`src/rtl/core/pcp_pkg.sv`:
```
// ----------------------------------------------------------------------------
// pcp_pkg: shared types and constants for the pump current protection unit
// Status and operation codes, register indexes, limit widths and the
// configuration and state records passed between modules.
// ----------------------------------------------------------------------------
package pcp_pkg;

    // pump status codes
    localparam logic [2:0] ST_OFF      = 3'd0;
    localparam logic [2:0] ST_ON       = 3'd1;
    localparam logic [2:0] ST_DRY      = 3'd2;
    localparam logic [2:0] ST_OVERLOAD = 3'd3;
    localparam logic [2:0] ST_FLOOD    = 3'd4;

    // operation codes
    localparam logic [1:0] FN_UPDATE = 2'd0;
    localparam logic [1:0] FN_START  = 2'd1;
    localparam logic [1:0] FN_STOP   = 2'd2;

    // register indexes
    localparam logic [2:0] REG_MIN_CURRENT  = 3'd0;
    localparam logic [2:0] REG_MAX_CURRENT  = 3'd1;
    localparam logic [2:0] REG_START_GRACE  = 3'd2;
    localparam logic [2:0] REG_DRY_SECONDS  = 3'd3;
    localparam logic [2:0] REG_MAX_RUN_HRS  = 3'd4;
    localparam logic [2:0] REG_OVL_HOLD     = 3'd5;

    localparam int CFG_ADDR_W  = 3;
    localparam int CFG_DATA_W  = 16;
    localparam int DRY_LIM_W   = 26;   // 65535 s in ms
    localparam int FLOOD_LIM_W = 30;   // 255 h in ms

    localparam logic [DRY_LIM_W-1:0]   MS_PER_SECOND = 26'd1000;
    localparam logic [FLOOD_LIM_W-1:0] MS_PER_HOUR   = 30'd3600000;

    // register reset values
    localparam logic [15:0] RST_MIN_CURRENT = 16'd500;
    localparam logic [15:0] RST_MAX_CURRENT = 16'd10000;
    localparam logic [15:0] RST_START_GRACE = 16'd3000;
    localparam logic [15:0] RST_OVL_HOLD    = 16'd500;
    localparam logic [DRY_LIM_W-1:0]   RST_DRY_LIM   = 26'd10000;
    localparam logic [FLOOD_LIM_W-1:0] RST_FLOOD_LIM = 30'd7200000;

    typedef struct packed {
        logic [15:0]             min_ma;
        logic [15:0]             max_ma;
        logic [15:0]             grace_ms;
        logic [15:0]             hold_ms;
        logic [DRY_LIM_W-1:0]    dry_lim;
        logic [FLOOD_LIM_W-1:0]  flood_lim;
    } t_cfg;

    typedef struct packed {
        logic [2:0]  status;
        logic        was_running;
        logic        drive;
        logic        lock;
        logic        ovl_armed;
        logic        dry_armed;
        logic        fld_armed;
        logic [31:0] grace_stamp;
        logic [31:0] ovl_stamp;
        logic [31:0] dry_stamp;
        logic [31:0] fld_stamp;
    } t_state;

endpackage

```
`src/rtl/core/pump_current_protection_unit.sv`:
```
// ----------------------------------------------------------------------------
// pump_current_protection_unit: pump drive protection controller
// Takes update, start and stop items and returns the pump status for each.
// ----------------------------------------------------------------------------
// One item is accepted per clock while o_s_tready is high; its result appears
// in the output register on the next cycle. The rate is set by the single
// state update per item, done in the cycle the item is accepted. The input
// side stays ready while the output register is empty or being drained.
module pump_current_protection_unit (
    input  logic        i_clk,
    input  logic        i_rst_n,
    input  logic        i_s_tvalid,
    output logic        o_s_tready,
    input  logic [55:0] i_s_tdata,    // now_ms[31:0], current_ma[47:32], web_command[48]
    input  logic [1:0]  i_s_tuser,    // func[1:0]
    output logic        o_m_tvalid,
    input  logic        i_m_tready,
    output logic [7:0]  o_m_tdata,    // pump_status[2:0], drive_on[3], in_grace[4], start_locked[5]
    input  logic        i_cfg_we,
    input  logic [pcp_pkg::CFG_ADDR_W-1:0] i_cfg_addr,
    input  logic [pcp_pkg::CFG_DATA_W-1:0] i_cfg_wdata
);

    pcp_pkg::t_cfg   cfg;
    pcp_pkg::t_state r_state;
    pcp_pkg::t_state n_state;
    logic            n_grace;
    logic            accept;
    logic            r_out_valid;
    logic [7:0]      r_out_data;

    pcp_cfg_regs u_cfg (
        .i_clk       (i_clk),
        .i_rst_n     (i_rst_n),
        .i_cfg_we    (i_cfg_we),
        .i_cfg_addr  (i_cfg_addr),
        .i_cfg_wdata (i_cfg_wdata),
        .o_cfg       (cfg)
    );

    pcp_step u_step (
        .i_state       (r_state),
        .i_cfg         (cfg),
        .i_func        (i_s_tuser),
        .i_now_ms      (i_s_tdata[31:0]),
        .i_current_ma  (i_s_tdata[47:32]),
        .i_web_command (i_s_tdata[48]),
        .o_state       (n_state),
        .o_in_grace    (n_grace)
    );

    assign o_s_tready = !r_out_valid || i_m_tready;
    assign accept     = i_s_tvalid && o_s_tready;

    always_ff @(posedge i_clk) begin
        if (!i_rst_n) begin
            r_state.status      <= pcp_pkg::ST_OFF;
            r_state.was_running <= 1'b0;
            r_state.drive       <= 1'b0;
            r_state.lock        <= 1'b0;
            r_state.ovl_armed   <= 1'b1;
            r_state.dry_armed   <= 1'b1;
            r_state.fld_armed   <= 1'b1;
            r_state.grace_stamp <= '0;
            r_state.ovl_stamp   <= '0;
            r_state.dry_stamp   <= '0;
            r_state.fld_stamp   <= '0;
            r_out_valid         <= 1'b0;
        end else begin
            if (accept) begin
                r_state     <= n_state;
                r_out_valid <= 1'b1;
            end else if (i_m_tready) begin
                r_out_valid <= 1'b0;
            end
        end
    end

    always_ff @(posedge i_clk) begin
        if (accept) begin
            r_out_data <= {2'b00, n_state.lock, n_grace, n_state.drive, n_state.status};
        end
    end

    assign o_m_tvalid = r_out_valid;
    assign o_m_tdata  = r_out_data;

    // drive is only energized while running normally
    a_drive_means_on: assert property (@(posedge i_clk) disable iff (!i_rst_n)
        r_state.drive |-> r_state.status == pcp_pkg::ST_ON)
        else $error("drive on outside running status");

    // unlocked start reports running next
    a_start_runs: assert property (@(posedge i_clk) disable iff (!i_rst_n)
        (accept && i_s_tuser == pcp_pkg::FN_START && !r_state.lock)
        |=> (o_m_tvalid && o_m_tdata[2:0] == pcp_pkg::ST_ON && o_m_tdata[3]))
        else $error("start not reported as running");

    // lockout only comes from a web stop
    a_lock_source: assert property (@(posedge i_clk) disable iff (!i_rst_n)
        (!r_state.lock && !(accept && i_s_tuser == pcp_pkg::FN_STOP && i_s_tdata[48]))
        |=> !r_state.lock)
        else $error("lockout set without web stop");

endmodule

```
`src/rtl/core/pcp_cfg_regs.sv`:
```
// ----------------------------------------------------------------------------
// pcp_cfg_regs: configuration register file
// Holds the thresholds and turns the second and hour settings into
// millisecond limits when they are written.
// ----------------------------------------------------------------------------
module pcp_cfg_regs (
    input  logic                              i_clk,
    input  logic                              i_rst_n,
    input  logic                              i_cfg_we,
    input  logic [pcp_pkg::CFG_ADDR_W-1:0]    i_cfg_addr,
    input  logic [pcp_pkg::CFG_DATA_W-1:0]    i_cfg_wdata,
    output pcp_pkg::t_cfg                     o_cfg
);

    pcp_pkg::t_cfg r_cfg;

    always_ff @(posedge i_clk) begin
        if (!i_rst_n) begin
            r_cfg.min_ma    <= pcp_pkg::RST_MIN_CURRENT;
            r_cfg.max_ma    <= pcp_pkg::RST_MAX_CURRENT;
            r_cfg.grace_ms  <= pcp_pkg::RST_START_GRACE;
            r_cfg.hold_ms   <= pcp_pkg::RST_OVL_HOLD;
            r_cfg.dry_lim   <= pcp_pkg::RST_DRY_LIM;
            r_cfg.flood_lim <= pcp_pkg::RST_FLOOD_LIM;
        end else if (i_cfg_we) begin
            unique case (i_cfg_addr)
                pcp_pkg::REG_MIN_CURRENT: r_cfg.min_ma   <= i_cfg_wdata;
                pcp_pkg::REG_MAX_CURRENT: r_cfg.max_ma   <= i_cfg_wdata;
                pcp_pkg::REG_START_GRACE: r_cfg.grace_ms <= i_cfg_wdata;
                pcp_pkg::REG_DRY_SECONDS: begin
                    r_cfg.dry_lim <= pcp_pkg::DRY_LIM_W'(i_cfg_wdata)
                                     * pcp_pkg::MS_PER_SECOND;
                end
                pcp_pkg::REG_MAX_RUN_HRS: begin
                    r_cfg.flood_lim <= pcp_pkg::FLOOD_LIM_W'(i_cfg_wdata[7:0])
                                       * pcp_pkg::MS_PER_HOUR;
                end
                pcp_pkg::REG_OVL_HOLD:    r_cfg.hold_ms  <= i_cfg_wdata;
                default: ;
            endcase
        end
    end

    assign o_cfg = r_cfg;

endmodule

```
`src/rtl/core/pcp_step.sv`:
```
// ----------------------------------------------------------------------------
// pcp_step: next-state logic for one item
// Start window, overload, dry-run and flood checks for updates, plus the
// start and stop commands. Purely combinational.
// ----------------------------------------------------------------------------
module pcp_step (
    input  pcp_pkg::t_state  i_state,
    input  pcp_pkg::t_cfg    i_cfg,
    input  logic [1:0]       i_func,
    input  logic [31:0]      i_now_ms,
    input  logic [15:0]      i_current_ma,
    input  logic             i_web_command,
    output pcp_pkg::t_state  o_state,
    output logic             o_in_grace
);

    logic        over_max;
    logic        under_min;
    logic        in_range;
    logic [31:0] d_grace;
    logic [31:0] d_ovl;
    logic [31:0] d_dry;
    logic [31:0] d_fld;

    assign over_max  = i_current_ma > i_cfg.max_ma;
    assign under_min = i_current_ma < i_cfg.min_ma;
    assign in_range  = !over_max && !under_min;
    assign d_grace   = i_now_ms - i_state.grace_stamp;
    assign d_ovl     = i_now_ms - i_state.ovl_stamp;
    assign d_dry     = i_now_ms - i_state.dry_stamp;
    assign d_fld     = i_now_ms - i_state.fld_stamp;

    always_comb begin
        logic [2:0] st;
        logic       g;
        o_state = i_state;
        g       = 1'b0;
        st      = i_state.status;
        unique case (i_func)
            pcp_pkg::FN_UPDATE: begin
                // start window
                if (!i_state.was_running && i_state.status == pcp_pkg::ST_ON) begin
                    o_state.grace_stamp = i_now_ms;
                    o_state.was_running = 1'b1;
                    g = 1'b1;
                end else if (i_state.was_running && d_grace <= 32'(i_cfg.grace_ms)
                             && i_state.status == pcp_pkg::ST_ON) begin
                    g = 1'b1;
                end
                // overload
                if (!g && st != pcp_pkg::ST_OVERLOAD) begin
                    if (over_max) begin
                        o_state.ovl_armed = 1'b0;
                        if (i_state.ovl_armed) begin
                            o_state.ovl_stamp = i_now_ms;
                        end else if (d_ovl > 32'(i_cfg.hold_ms)) begin
                            st = pcp_pkg::ST_OVERLOAD;
                            o_state.drive = 1'b0;
                        end
                    end else begin
                        o_state.ovl_armed = 1'b1;
                        o_state.ovl_stamp = i_now_ms;
                    end
                end
                // dry run
                if (st != pcp_pkg::ST_DRY) begin
                    if (i_state.dry_armed && under_min && st == pcp_pkg::ST_ON) begin
                        o_state.dry_armed = 1'b0;
                        o_state.dry_stamp = i_now_ms;
                    end else if (!i_state.dry_armed && under_min
                                 && d_dry > 32'(i_cfg.dry_lim) && st == pcp_pkg::ST_ON) begin
                        o_state.dry_stamp = i_now_ms;
                        st = pcp_pkg::ST_DRY;
                        o_state.drive = 1'b0;
                    end else if (!under_min) begin
                        o_state.dry_armed = 1'b1;
                        o_state.dry_stamp = i_now_ms;
                    end
                end
                // flood
                if (st != pcp_pkg::ST_FLOOD) begin
                    if (in_range) begin
                        o_state.fld_armed = 1'b0;
                        if (i_state.fld_armed) begin
                            o_state.fld_stamp = i_now_ms;
                        end else if (d_fld > 32'(i_cfg.flood_lim) && st == pcp_pkg::ST_ON) begin
                            st = pcp_pkg::ST_FLOOD;
                            o_state.drive = 1'b0;
                        end
                    end else begin
                        o_state.fld_armed = 1'b1;
                        o_state.fld_stamp = i_now_ms;
                    end
                end
                o_state.status = st;
            end
            pcp_pkg::FN_START: begin
                if (!i_state.lock) begin
                    o_state.status = pcp_pkg::ST_ON;
                    o_state.drive  = 1'b1;
                end
            end
            pcp_pkg::FN_STOP: begin
                o_state.lock        = i_web_command;
                o_state.dry_armed   = 1'b1;
                o_state.status      = pcp_pkg::ST_OFF;
                o_state.was_running = 1'b0;
                o_state.drive       = 1'b0;
            end
            default: ;
        endcase
        o_in_grace = g;
    end

endmodule

```
`config.mk`:
```
export PLATFORM = sky130hd
export DESIGN_NAME = pump_current_protection_unit
export DESIGN_NICKNAME = d
export VERILOG_FILES = /design/src/rtl/core/pcp_pkg.sv /design/src/rtl/core/pump_current_protection_unit.sv /design/src/rtl/core/pcp_cfg_regs.sv /design/src/rtl/core/pcp_step.sv
export SDC_FILE = /design/constraint.sdc
export NUM_CORES = 1
export LEC_CHECK = 0
export BUFFER_PORTS_ARGS = -buffer_cell sky130_fd_sc_hd__buf_2
export CORE_UTILIZATION = 45
export CTS_BUF_LIST = sky130_fd_sc_hd__clkbuf_2
export CTS_CLUSTER_SIZE = 25
export DETAILED_ROUTE_END_ITERATION = 6
export SYNTH_ARGS = -nofsm -noshare
export SYNTH_HDL_FRONTEND = slang
export SYNTH_SLANG_ARGS = --single-unit
```
`constraint.sdc`:
```
create_clock -name i_clk -period 6.3 [get_ports i_clk]
set_input_delay 0.63 -clock i_clk [delete_from_list [all_inputs] [get_ports i_clk]]
set_output_delay 0.63 -clock i_clk [all_outputs]
set_load 0.03 [all_outputs]
```
==> key figures <==
Synthesis
  – Synth area leader: dfxtp_1
  – Count of cell types in the netlist: 88
  – Async SR Flop Fraction: 0
  – Register bit count reported by yosys: 254
  – Synth cell count leaders: 434 x nand2_1, 342 x inv_1, 327 x ha_1
  – Register area share after synthesis: 0.217
  – Ys flop type: dfxtp_1
  – Mean Syn Cell Area: 8.06 µm²
  – Ys Warns: 0
  – Most numerous cell in the Yosys netlist: nand2_1
  – Share of the synthesized area in the top cell type: 0.210
  – Top post-synthesis cells by area: dfxtp_1 21%, ha_1 17%, fa_1 8.2%
  – Cells after synthesis: 2936
  – Post-Syn Area: 23700 µm²
  – Post-synth EDFFs: 6

Worst setup path
  – Worst R2R Path Depth: 25
  – Crit-path max FO: 24
  – Worst R2R Setup Slack: 0.29 ns
  – Setup CP Type: in -> reg
  – Worst setup EP type: flip-flop
  – Reg-to-Reg Start: r_state[64]
  – Critical Path RT: 7.24 ns
  – WP data arrival: 7.02 ns
  – Critical Path Source Type: input port
  – Worst r2r dst: r_state[2]

STA
  – Layout Skew: 0.0980 ns
  – Worst slew pin tran: 1.06 ns
  – Final worst-path cycle share: 0.966
  – Slew margin rel.: 0.291
  – Minimum clock period: 6.08 ns
  – Setup ws final: 0.216 ns
  – Hold Violations, Final: 0
  – RSZ-0062 raised after global routing: false
  – Max frequency: 164 MHz
  – Fin. max-slew vios: 0
  – Final Setup Violations: 0
  – TNS Setup: 0 ns

Hold path
  – Min-Delay Path Class: in -> reg
  – Hold depth: 4
  – Hold endpoint: u_cfg.o_cfg[93]
  – Beginning of the worst hold path: i_cfg_wdata[5]

Power
  – Pint: 3.58 mW
  – Sequential share of power: 0.271
  – Static Leak: 11.3 nW
  – Combinational share of power: 0.528
  – Sw frac: 0.431
  – Clock power share: 0.201
  – Worst vdd ir: 182 µV
  – PwrDens: 238 nW/µm²
  – Net Switching: 2.71 mW

Clock tree
  – Number of setup buffers added after CTS: 0
  – Root buffer cell: clkbuf_2
  – Max Root-Sink Buffers: 3
  – Clk_lat worst skew: 1.08 ns
  – H-tree depth: 3
  – CTS tree: yes
  – Num CTS Buffers: 78
  – Clock Pin Slew Worst Setup and Hold Paths: 0.09 ns
  – CTS Sinks: 254

Cells and area
  – Fin util: 0.513
  – Layout Nets: 3669
  – P&R area growth vs syn: 11.8%
  – Share of layout cells above drive strength 1: 0.109

Route
  – Drt drc: 0
  – Via count: 21500
  – Vias/cell: 5.51
  – First-pass DRT Iterations: 5
  – Number of DRC markers in iteration 0: 1268
  – Final wirelength: 70500 µm
  – Post-DR wirelength/cell: 18.1 µm
  – ANT nets after route: 0

Place
  – Port Buffers: 82
  – Routability cong.: 0.936
  – DP HPWL: 55600 µm
  – Pre-CTS setup slack: -0.171 ns

Die
  – Die area: 53500 µm²
  – Row count: 83
  – Die Ht: 231 µm
  – Initial Util: 0.459
  – Die X: 231 µm
  – Core ar.: 51600 µm²
  – # IOs: 92

Global route
  – Global-route wire length before repair: 113000 µm
  – Grt ovf: 0
  – Largest net degree at the start of global routing: 82
  – Number of global-route vias before repair: 21000
  – Gr usage total: 0.268
  – Initial antenna violation count: 2

Status
  – Status: complete, no violations

Run
  – Max-cap violations: 0
-- worst max-delay path by stage --
| stage | startpoint | endpoint | slack [ns] | cells after the start |
|---|---|---|---|---|
| finish | i_s_tdata[0] | r_state[2] | 0.22 | 28 |
| global placement | i_s_tdata[0] | r_state[0] | -0.05 | 27 |
| CTS | r_state[64] | r_state[2] | 0.36 | 25 |
| floorplan | i_s_tdata[0] | r_state[46] | 0.83 | 26 |
| detailed placement | i_s_tdata[0] | r_state[8] | -0.17 | 27 |
| global route | r_state[34] | r_state[132] | 0.007 | 25 |
-- state kept, by name, summed over array words and instances (netlist names) --
name         cells
o_m_tdata        6
o_m_tvalid       1
r_state        137
u_cfg.o_cfg    110
-- cells by family (layout without fill, tap and decap cells) --
family | Yosys count | in the layout | synth area share
buf+inv | 437 | 717 | 0.0750
xor+xnor | 114 | 114 | 0.0422
fa+ha+maj | 424 | 424 | 0.255
other cells | 1 | 5 | 0.000158
mux | 108 | 108 | 0.0459
simple gates | 874 | 874 | 0.168
flops | 254 | 254 | 0.217
compound gates | 724 | 724 | 0.196
-- area by class of cell --
type / count / area, µm²
fillers: 5070 / 25100
multi-input cells: 2246 / 16800
flip-flops and latches: 254 / 5140
repair buffers: 239 / 1750
inverters: 344 / 1290
well taps: 680 / 851
clock buffers: 108 / 541
clock inverters: 26 / 109
diodes: 3 / 7.51
-- power groups by stage --
stage / sequential, mW / combinational, mW / clock (mW)
final: 1.71 / 3.33 / 1.26
after global routing: 1.72 / 3.76 / 1.41
after CTS: 1.71 / 3.32 / 1.32
after detailed placement: 1.74 / 3.26 / 0
after global placement: 1.74 / 3.20 / 0
after floorplan: 1.74 / 2.40 / 0
-- metrics by stage --
step / instances / hold WS [ns] / power, mW / cell area, µm²
finish: 3900 / 0.121 / 6.30 / 26500
global route: 3900 / 0.0297 / 6.88 / 26500
CTS: 3897 / 0.0108 / 6.35 / 26500
detailed placement: 3714 / 0.446 / 5.01 / 25300
global placement: 3714 / 0.442 / 4.94 / 25300
floorplan: 2937 / 0.432 / 4.14 / 23700
-- worst max-delay path, cell delays in order --
cell and delay (ns):
dlygate4sd3_1 0.54, buf_2 0.14, inv_1 0.17, ha_1 0.19, inv_1 0.05, fa_1 0.43, a211oi_2 0.23, o21ai_2 0.10
o41a_1 0.34, or2_2 0.30, a31o_2 0.23, a21oi_1 0.17, xnor2_1 0.13, ha_1 0.33, nand4_1 0.12, or4_1 0.45
a21o_1 0.18, o211ai_1 0.09, o21ai_0 0.30, and4_1 0.26, o2111ai_1 0.14, nor4_2 0.08, and4_4 0.22, buf_4 0.15
o311ai_2 0.28, o211a_2 0.30, buf_12 0.23, mux2i_1 0.21
-- routing by layer --
layer | vias to the layer above | part of all wire | global-route usage
met3 | 122 | 0.045 | 0.0456
met1 | 10200 | 0.46 | 0.348
met2 | 502 | 0.47 | 0.448
li1 | 10700 | - | -
met5 | - | 0 | 0
met4 | 0 | 0.032 | 0.0917
-- cell usage in the layout (no fill, tap or decap), types with 81 or more instances in the layout --
master | netlist | routed
nor2_1 | 149 | 149
nand2_1 | 434 | 434
inv_1 | 342 | 342
mux2i_1 | 104 | 104
o21ai_0 | 116 | 114
dfxtp_1 | 248 | 248
ha_1 | 327 | 327
buf_4 | 3 | 106
buf_2 | 9 | 81
clkbuf_2 | 0 | 108
fa_1 | 97 | 97
a21oi_1 | 263 | 263
-- timing repair --
| item | 4_1_cts | 5_1_grt |
|---|---|---|
| gates resized for setup | 0 | 2 |
| endpoints found under the hold margin | 135 | 0 |
| setup endpoints to repair | 0 | 6 |
| hold buffers | 49 | 0 |
(Power assumes the default switching activity.)
